--- src/rtl/falru_pkg.sv ---
// shared constants and types for the fully associative lru tag store
package falru_pkg;

  localparam int ENTRIES = 256;
  localparam int IDX_W = (ENTRIES > 1) ? $clog2(ENTRIES) : 1;
  localparam int ADDR_W = 32;
  localparam int TAG_W = 32;
  localparam int STAMP_W = 32;
  localparam int SHIFT_W = 5;
  localparam int PADDR_W = 3;
  localparam int PDATA_W = 32;

  localparam logic [SHIFT_W-1:0] TAG_SHIFT_RESET = SHIFT_W'(14);
  localparam logic REG_TAG_SHIFT = 1'b0;

  typedef struct packed {
    logic               valid;
    logic [TAG_W-1:0]   tag;
    logic [STAMP_W-1:0] now;
    logic               hit;
    logic               zero_found;
    logic [STAMP_W-1:0] best;
    logic [IDX_W-1:0]   idx;
  } tok_t;

  typedef struct packed {
    logic               valid;
    logic               hit;
    logic [IDX_W-1:0]   idx;
    logic [TAG_W-1:0]   tag;
    logic [STAMP_W-1:0] now;
  } wb_t;

endpackage

--- src/rtl/falru_cell.sv ---
// one tag store cell: holds a tag and stamp, folds them into the passing search token
module falru_cell import falru_pkg::*; (
  input  logic             clk,
  input  logic             rst,
  input  logic [IDX_W-1:0] cell_index,
  input  tok_t             tok_in,
  output tok_t             tok_out,
  input  wb_t              wb
);

  logic [TAG_W-1:0]   tag;
  logic [STAMP_W-1:0] stamp;
  tok_t               tok_next;

  always_comb begin
    tok_next = tok_in;
    if (tok_in.valid && !tok_in.hit) begin
      if (tag == tok_in.tag) begin
        tok_next.hit = 1'b1;
        tok_next.idx = cell_index;
      end else if (!tok_in.zero_found) begin
        if (tag == '0) begin
          tok_next.zero_found = 1'b1;
          tok_next.idx = cell_index;
        end else if (stamp < tok_in.best) begin
          tok_next.best = stamp;
          tok_next.idx = cell_index;
        end
      end
    end
  end

  always_ff @(posedge clk) begin
    if (rst) begin
      tok_out <= '0;
    end else begin
      tok_out <= tok_next;
    end
  end

  always_ff @(posedge clk) begin
    if (rst) begin
      tag <= '0;
      stamp <= '0;
    end else if (wb.valid && wb.idx == cell_index) begin
      stamp <= wb.now;
      if (!wb.hit) begin
        tag <= wb.tag;
      end
    end
  end

endmodule

--- config.mk ---
export PLATFORM = sky130hd
export DESIGN_NAME = falru_cell
export DESIGN_NICKNAME = d
export VERILOG_FILES = /design/src/rtl/falru_pkg.sv /design/src/rtl/falru_cell.sv
export SDC_FILE = /design/constraint.sdc
export NUM_CORES = 1
export LEC_CHECK = 0
export BUFFER_PORTS_ARGS = -buffer_cell sky130_fd_sc_hd__buf_4
export CORE_MARGIN = 2
export CORE_UTILIZATION = 45
export DETAILED_ROUTE_END_ITERATION = 7
export PLACE_DENSITY_LB_ADDON = 0.2
export SKIP_CTS_REPAIR_TIMING = 1
export SLEW_MARGIN = 20
export SYNTH_ARGS = -nofsm -noshare
export SYNTH_HDL_FRONTEND = slang
export SYNTH_SLANG_ARGS = --single-unit
--- constraint.sdc ---
create_clock -name clk -period 5.3 [get_ports clk]
set_input_delay 0.53 -clock clk [delete_from_list [all_inputs] [get_ports clk]]
set_output_delay 0.53 -clock clk [all_outputs]
set_load 0.05 [all_outputs]
Word-level counts from Yosys, hierarchy flattened:

Index checks and enable logic that the tools add are counted.

* RAM bits: 0
* latch bits: 0
* output and inout port bits: 107
* flip-flop bits (word level): 171
* input bits: 191
* memories: 0
* bits in read-only memories: 0
* word-level logic and storage cells: 27

* div/mod/pow operators: 0
* shift-type cells: 0
* add/sub/neg operators: 0
* bitwise gates (word level): 1
* equality and inequality tests: 2
* $lt $le $gt $ge: 1
* multiplexer cells: 9
* reduce and logical (&&, ||, !) cells: 5
* $mul: 0

Operators by type and width (number)
* $mux W42: 1
* $mux W41: 1
* $mux W40: 1
* $mux W33: 1
* $eq A32 B32 Y1: 1
* $logic_not A32 Y1: 1
* $lt A32 B32 Y1: 1
* $mux W32: 1
* $mux W8: 2
* $eq A8 B8 Y1: 1
* $logic_and A1 B1 Y1: 2
* $mux W1: 2
* $reduce_and A2 Y1: 1
* $logic_not A1 Y1: 1
* $not A1 Y1: 1

Longest topological paths before layout:

Gate-level depths: netlist of the first run.

* depth in word-level cells: 6
* depth in mapped cells: 10
* mapped depth without buffers: 8

Worst setup path after synthesis of the first run:

Ideal clock, no wire load.

* kind: input to register
* start point: input tok_in[21] in the netlist's numbering
* end point: register tok_out[10] in the netlist's numbering
* stages: 10
* setup slack: 2851 ps
* library setup time: 72 ps
* data required time: 5228 ps
* arrival time: 2377 ps
* path through: inv_1 > ha_1 > a211oi_2 > o211ai_1 > and3_1 > a31oi_2 > and4bb_1 > buf_6 > buf_12 > mux2i_1

* cells in the longest elaborated chain, start to end: 6

Ends and longest elaborated chain
* from (decl): RTL line falru_cell.sv:6 `input tok_t tok_in,`
* $lt A32 B32 Y1: RTL line falru_cell.sv:25 `end else if (stamp < tok_in.best) begin`
* $mux W40: RTL line falru_cell.sv:25
* $mux W32: RTL line falru_cell.sv:22 `if (tag == '0) begin`
* $mux W41: RTL line falru_cell.sv:21 `end else if (!tok_in.zero_found) begin`
* $mux W33: RTL line falru_cell.sv:18 `if (tag == tok_in.tag) begin`
* $mux W42: RTL line falru_cell.sv:17 `if (tok_in.valid && !tok_in.hit) begin`
* to (signal assigned): RTL line falru_cell.sv:37 `tok_out <= tok_next;`
* to (decl): RTL line falru_cell.sv:7 `output tok_t tok_out,`

Every way passes these cells.
A chain may end at the register's enable or synchronous reset.

Final worst setup path of the first run:

* start point: register stamp[7]
* end point: register tok_out[17] in the netlist's numbering

* cells in the longest elaborated chain, start to end: 6

Ends and longest elaborated chain
* from (decl): RTL line falru_cell.sv:12 `logic [STAMP_W-1:0] stamp;`
* from (signal assigned): RTL line falru_cell.sv:46 `stamp <= wb.now;`
* $lt A32 B32 Y1: RTL line falru_cell.sv:25
* $mux W40: RTL line falru_cell.sv:25
* $mux W32: RTL line falru_cell.sv:22
* $mux W41: RTL line falru_cell.sv:21
* $mux W33: RTL line falru_cell.sv:18
* $mux W42: RTL line falru_cell.sv:17

Every way passes these cells.

==> impl_metrics.csv, run 1 <==
group,metric,value,unit
outcome,status,"completed",
drt,wl_per_cell,15.50,um
worst_setup_path,crit_path_end_kind,"flip-flop",
power,ir_worst_vdd,0.0002187,V
clocking,cts_num_sinks,171,
worst_setup_path,critical_path.cell_chain,"ha_1 -> and2_1 -> a221oi_1 -> o21ai_1 -> a31oi_2 -> and4bb_2 -> buf_4 -> mux2i_1",
power,p_sw,883.5,uW
die,die-area,0.01746,mm^2
grt,grt.total_usage,22.15,%
drt,drc,0,
worst_setup_path,crit_path_max_fanout,25,
synth,synthesis.area,0.007388,mm^2
drt,drt_first_pass_iters,4,
sta,maxSlewViolCount,0,
synth,synthArstFlopShare,0,%
drt,wl,19280,um
finish,syn_to_final_growth,39.64,%
power,p_clk_share,40.0,%
sta,max_freq,306.2,MHz
worst_setup_path,cp_data_required_time,5.66,ns
power,p_per_area,294.9,mW/mm^2
drt,drt_iter0_markers,191,
die,io_pins,298,
clocking,numCtsBuffers,17,
sta,tns,0,ns
synth,synth_seq_area_share,46.33,%
synth,yosysTopAreaCell,"dfxtp_1",
placement,gp_congestion,0.8186,
worst_setup_path,crit_arrival,3.63,ns
synth,ys_top_cells_by_area,"dfxtp_1, mux2i_1, nor2b_1, nand2b_1, ha_1",
hold_path,min_path_type,"in2reg",
power,power.total,3043,uW
sta,finalSetupViolCount,0,
sta,slew_headroom,37.92,%
die,core_area,0.01594,mm^2
synth,synth_commonest_cells,"dfxtp_1, mux2i_1, nor2b_1, nand2b_1, nor2_1",
synth,synth_ff_type,"dfxtp_1",
sta,hold_violations,0,
grt,grt-ovfl-total,0,
clocking,clk_pin_slew,0.07,ns
finish,insertedDiodeCount,0,
sta,timing.final.crit_share,61.62,%
die,die_y,132.1,um
clocking,clock_path_buffers,2,
clocking,clkLatencyLatePin,0.43,ns
die,initial_utilization,46.34,%
drt,num_vias,5909,
power,swShare,29.04,%
sta,rsz0062_at_grt,"false",
die,die_w,132.1,um
worst_setup_path,crit_path_start_kind,"flip-flop",
synth,ys_warn_count,0,
synth,ys_seq_elements,171,
synth,synth_edf_count,0,
flow_run,cap_viol_max_count,0,
grt,grt_max_degree,97,
sta,finalClockSkew,0.01104,ns
synth,synth_top_area_share,46.33,%
grt,grt_pass1_wl,30300,um
worst_setup_path,cp_slowest_cell,"and4bb_2",
power,leakagePower,0.004649,uW
power,p_int,2159,uW
placement,dp.final_hpwl,14550,um
finish,layout.nets,1237,
synth,avgSynthCellArea,10.12,um^2
drt,via_per_inst,4.750,
clocking,htree_levels,4,
power,pwr-share-comb,15.8,%
grt,antenna_found_initial,0,
sta,worstMarginPinSlew,0.9312,ns
power,seq_power_share,44.1,%
grt,grt_pass1_vias,5978,
finish,layout-drive-gt1-share,33.56,%
synth,synthMostInstantiatedCell,"dfxtp_1",
synth,syn_inst,730,
clocking,root_buffer,"clkbuf_16",
synth,syn_nets,952,
sta,period_needed,3.266,ns
worst_setup_path,critPathMaxStageDelay,0.93,ns
synth,ys_types,42,
die,num_rows,46,
clocking,cts_tree,"built",
worst_setup_path,worstSetupPathType,"reg2reg",
placement,io_buffers,297,
drt,antenna_left,0,
-- power by group through the flow --
stage | Combinational (uW) | Clock [uW] | Sequential [uW]
final | 482 | 1220 | 1340
after global routing | 511 | 1300 | 1350
after CTS | 486 | 1240 | 1340
after detailed placement | 485 | 0 | 1370
after global placement | 481 | 0 | 1370
after floorplan | 106 | 0 | 1530
-- layout by cell type (no fill, tap or decap), drive strengths merged, types with 2 or more instances in the layout --
| master | synthesis | final |
|---|---|---|
| and2 | 10 | 10 |
| nand2b | 73 | 73 |
| clkbuf | 26 | 17 |
| nor2b | 74 | 74 |
| dfxtp | 171 | 171 |
| clkinv | 0 | 4 |
| and3 | 2 | 2 |
| a22oi | 8 | 8 |
| nor4 | 19 | 19 |
| xnor2 | 8 | 8 |
| nor3 | 2 | 2 |
| o21ai | 2 | 2 |
| mux2i | 96 | 96 |
| o211ai | 2 | 2 |
| nor2 | 65 | 65 |
| inv | 34 | 43 |
| o311ai | 8 | 8 |
| nand2 | 8 | 8 |
| nand4 | 8 | 8 |
| a211oi | 3 | 3 |
| buf | 11 | 303 |
| a21oi | 8 | 8 |
| ha | 31 | 31 |
| a21o | 6 | 6 |
| a31oi | 3 | 3 |
| nand3 | 13 | 13 |
| clkinvlp | 0 | 2 |
| xor2 | 32 | 32 |
-- metrics by stage --
step                      instance area (um^2)  worst slack (ns)  hold slack [ns]  instances  util [%]
final                                    10320             2.034           0.3010       1244     64.72
after global routing                     10320             1.893           0.2841       1244     64.72
after CTS                                10320             1.974           0.2856       1244     64.72
after detailed placement                  9743             1.641           0.4897       1212     61.11
after global placement                    9743             1.719           0.4734       1212     61.11
after floorplan                           7388             2.851           0.4591        730         -
-- cell families after synthesis --
family | Yosys count | synth area share, %
adders and majority gates | 31 | 5.250
xor gates and xnor gates | 40 | 4.742
AOI/OAI and AO/OA | 45 | 4.640
and+or+nand+nor | 276 | 21.54
buffers and inverters | 71 | 4.488
muxes | 96 | 13.01
DFF | 171 | 46.33
-- sequential cells by signal, summed over array words and instances (netlist names) --
signal	flops
stamp	32
tag	32
tok_out	107
-- path summary, 6_finish.rpt --
check / cells after the start / end / from / slack, ns
setup / recovery: 8 / tok_out[17]$_SDFF_PP0_ / stamp[7]$_SDFFE_PP0P_ / 2.03
hold / removal: 2 / tok_out[44]$_SDFF_PP0_ / tok_in[44] / 0.30
setup reg to reg: 8 / tok_out[17]$_SDFF_PP0_ / stamp[7]$_SDFFE_PP0P_ / 2.03
hold reg to reg: 2 / tok_out[25]$_SDFF_PP0_ / stamp[17]$_SDFFE_PP0P_ / 0.49
-- routing by layer --
layer  part of all wire (%)  wire, um  global-route usage, %  vias up
met1                     40      7739                  24.94     2687
met5                      0         0                      0        -
met3                    8.3      1599                  8.189       23
li1                       -         -                      -     3014
met4                    1.6       300                  7.367        0
met2                     50      9639                  38.69      185
-- area by class of cell --
| type | instances | area (um^2) |
|---|---|---|
| Sequential cell | 171 | 3423 |
| Multi-Input combinational cell | 488 | 3647 |
| Clock buffer | 17 | 425.4 |
| Clock inverter | 15 | 148.9 |
| Inverter | 34 | 127.6 |
| Timing Repair Buffer | 303 | 2275 |
| Fill cell | 1356 | 5625 |
| Tap cell | 216 | 270.3 |
-- worst max-delay path, delay by kind of cell (launching register included) --
kind	cells	cell delay [ns]
and+or+nand+nor	2	1.10
AOI/OAI and AO/OA	3	0.93
DFF	1	0.33
buffers and inverters	1	0.33
adders and majority gates	1	0.28
muxes	1	0.20
Power figures use the tool's default switching activity.
==> run 2: changes to the inputs <==
Settings changed: CORE_UTILIZATION 45 to 44.
Clock period 5.3 ns to 2.8 ns, I/O delays scaled along.
==> run 2 against run 1 <==
Routed wire length shrank 2.0%. Critical path depth did not move. Non-clock buffer count grew 4. Sequential power increased by 90%. Design area up 1.5%. Hold slack lost 0.24 ns. First-iteration DRC count fell by 5.2%. Core utilization decreased by 1.4 points. Clock skew shrank 0.0037 ns. Die area increased by 2.2%. Flip-flop and latch count is the same. Power grew 98%. Critical path type unchanged. Largest power group is now the clock network.
==> impl_metrics.csv, run 2 (synthesized netlist as in run 1, its figures left out) <==
group,metric,value,unit
outcome,status,"completed",
drt,drt_first_pass_iters,4,
power,ir_worst_vdd,0.0004109,V
sta,slew_headroom,58.80,%
sta,period_needed,2.336,ns
sta,rsz0062_at_grt,"false",
sta,max_freq,428.1,MHz
finish,syn_to_final_growth,41.71,%
sta,finalClockSkew,0.007352,ns
drt,via_per_inst,4.773,
finish,layout-drive-gt1-share,33.82,%
die,core_area,0.01652,mm^2
die,die-area,0.01784,mm^2
drt,num_vias,5976,
sta,finalSetupViolCount,0,
finish,fillers,1449,
finish,utilization,63.36,%
sta,worstMarginPinSlew,0.6180,ns
sta,tns,0,ns
sta,timing.final.crit_share,83.42,%
placement,place_inst,1220,
sta,hold_violations,0,
sta,finalHoldWorstSlack,0.06423,ns
die,io_pins,298,
clocking,cts_num_sinks,171,
flow_run,cap_viol_max_count,0,
grt,grt.total_usage,20.72,%
worst_setup_path,crit_path_max_fanout,9,
worst_setup_path,reg2reg_slack,0.46,ns
worst_setup_path,crit_path_end_kind,"flip-flop",
worst_setup_path,crit_path_start_kind,"flip-flop",
die,initial_utilization,44.71,%
grt,grt_pass1_wl,29000,um
placement,io_buffers,297,
finish,largestRegisters,"tok_out x107, stamp x32, tag x32",
grt,antenna_found_initial,0,
grt,grt_max_degree,106,
clocking,clk_pin_slew,0.07,ns
clocking,numCtsBuffers,17,
grt,grt_pass1_vias,5737,
clocking,cts_tree,"built",
die,die_y,133.6,um
clocking,clkLatencyLatePin,0.42,ns
clocking,clock_path_buffers,2,
finish,multi_input_comb_area,0.003647,mm^2
power,p_per_area,574.8,mW/mm^2
clocking,root_buffer,"clkbuf_16",
grt,grt-ovfl-total,0,
finish,insertedDiodeCount,0,
power,leakagePower,0.004723,uW
finish,layout.area.seq,0.003423,mm^2
drt,wl_per_cell,15.10,um
finish,layout_commonest_cell,"buf_4",
die,num_rows,47,
drt,drc,0,
placement,dp.final_hpwl,14550,um
hold_path,min_path_type,"in2reg",
drt,drt_iter0_markers,181,
finish,largest_reg_flops,107,
worst_setup_path,worstSetupPathType,"reg2reg",
drt,wl,18900,um
sta,maxSlewViolCount,0,
worst_setup_path,crit_arrival,2.65,ns
finish,regMostFlops,"tok_out",
die,die_w,133.6,um
drt,antenna_left,0,
worst_setup_path,cp_data_required_time,3.12,ns
finish,stdcell_count,1252,
clocking,htree_levels,4,
placement,gp_congestion,0.8128,
finish,layout_common_cells,"buf_4, dfxtp_1, mux2i_1",
finish,layout.nets,1241,
-- run 2: cell count changes in the layout (fill, tap and decap cells not counted), sizes merged --
cell	before	now
clkinv	4	6
bufinv	0	4
clkbuf	17	18
inv	43	38
clkinvlp	2	0
buf	303	307
-- run 2: routing by layer --
metal / wire, um / vias up / share of wire, % / global-route usage [%]
li1: - / 3016 / - / -
met2: 9188 / 213 / 49 / 35.37
met1: 7627 / 2712 / 40 / 23.59
met3: 1598 / 35 / 8.5 / 8.219
met5: 0 / - / 0 / 0
met4: 484 / 0 / 2.6 / 7.210
-- run 2: area by class of cell --
class                           instances  share of cell area [%]
Clock buffer                           18                   4.195
Clock inverter                         14                   2.020
Inverter                               34                   1.219
Multi-Input combinational cell        488                   34.84
Sequential cell                       171                   32.70
Tap cell                              220                   2.629
Timing Repair Buffer                  307                   22.41
-- run 2: worst paths after layout --
check,cells after the start,from,end
worst max register to register,8,stamp[31]$_SDFFE_PP0P_,tok_out[2]$_SDFF_PP0_
worst min-delay path,2,tok_in[71],tok_out[71]$_SDFF_PP0_
worst min register to register,2,stamp[14]$_SDFFE_PP0P_,tok_out[22]$_SDFF_PP0_
worst max-delay path,8,stamp[31]$_SDFFE_PP0P_,tok_out[2]$_SDFF_PP0_
-- run 2: worst max-delay path, stage by stage, from the launching register on --
cell and delay, ns:
dfxtp_1 0.33, ha_1 0.36, nand4_4 0.16, nor4_4 0.37, and3_1 0.22, a31oi_2 0.05, buf_4 0.19, and2_1 0.25
o311ai_1 0.30
-- run 2: through the flow --
stage               worst slack [ns]  power, uW  cell area [um^2]
global placement              0.4472       3514              9819
global route                  0.3090       6252             10470
floorplan                     0.6013       3102              7388
CTS                           0.4631       6092             10470
finish                        0.4642       6018             10470
detailed placement            0.4046       3520              9819
-- run 2: report_power, final --
group	internal (uW)	total (uW)	switching, uW
clock	1540	2560	1020
combinational	385	915	529
sequential	2520	2540	23.7
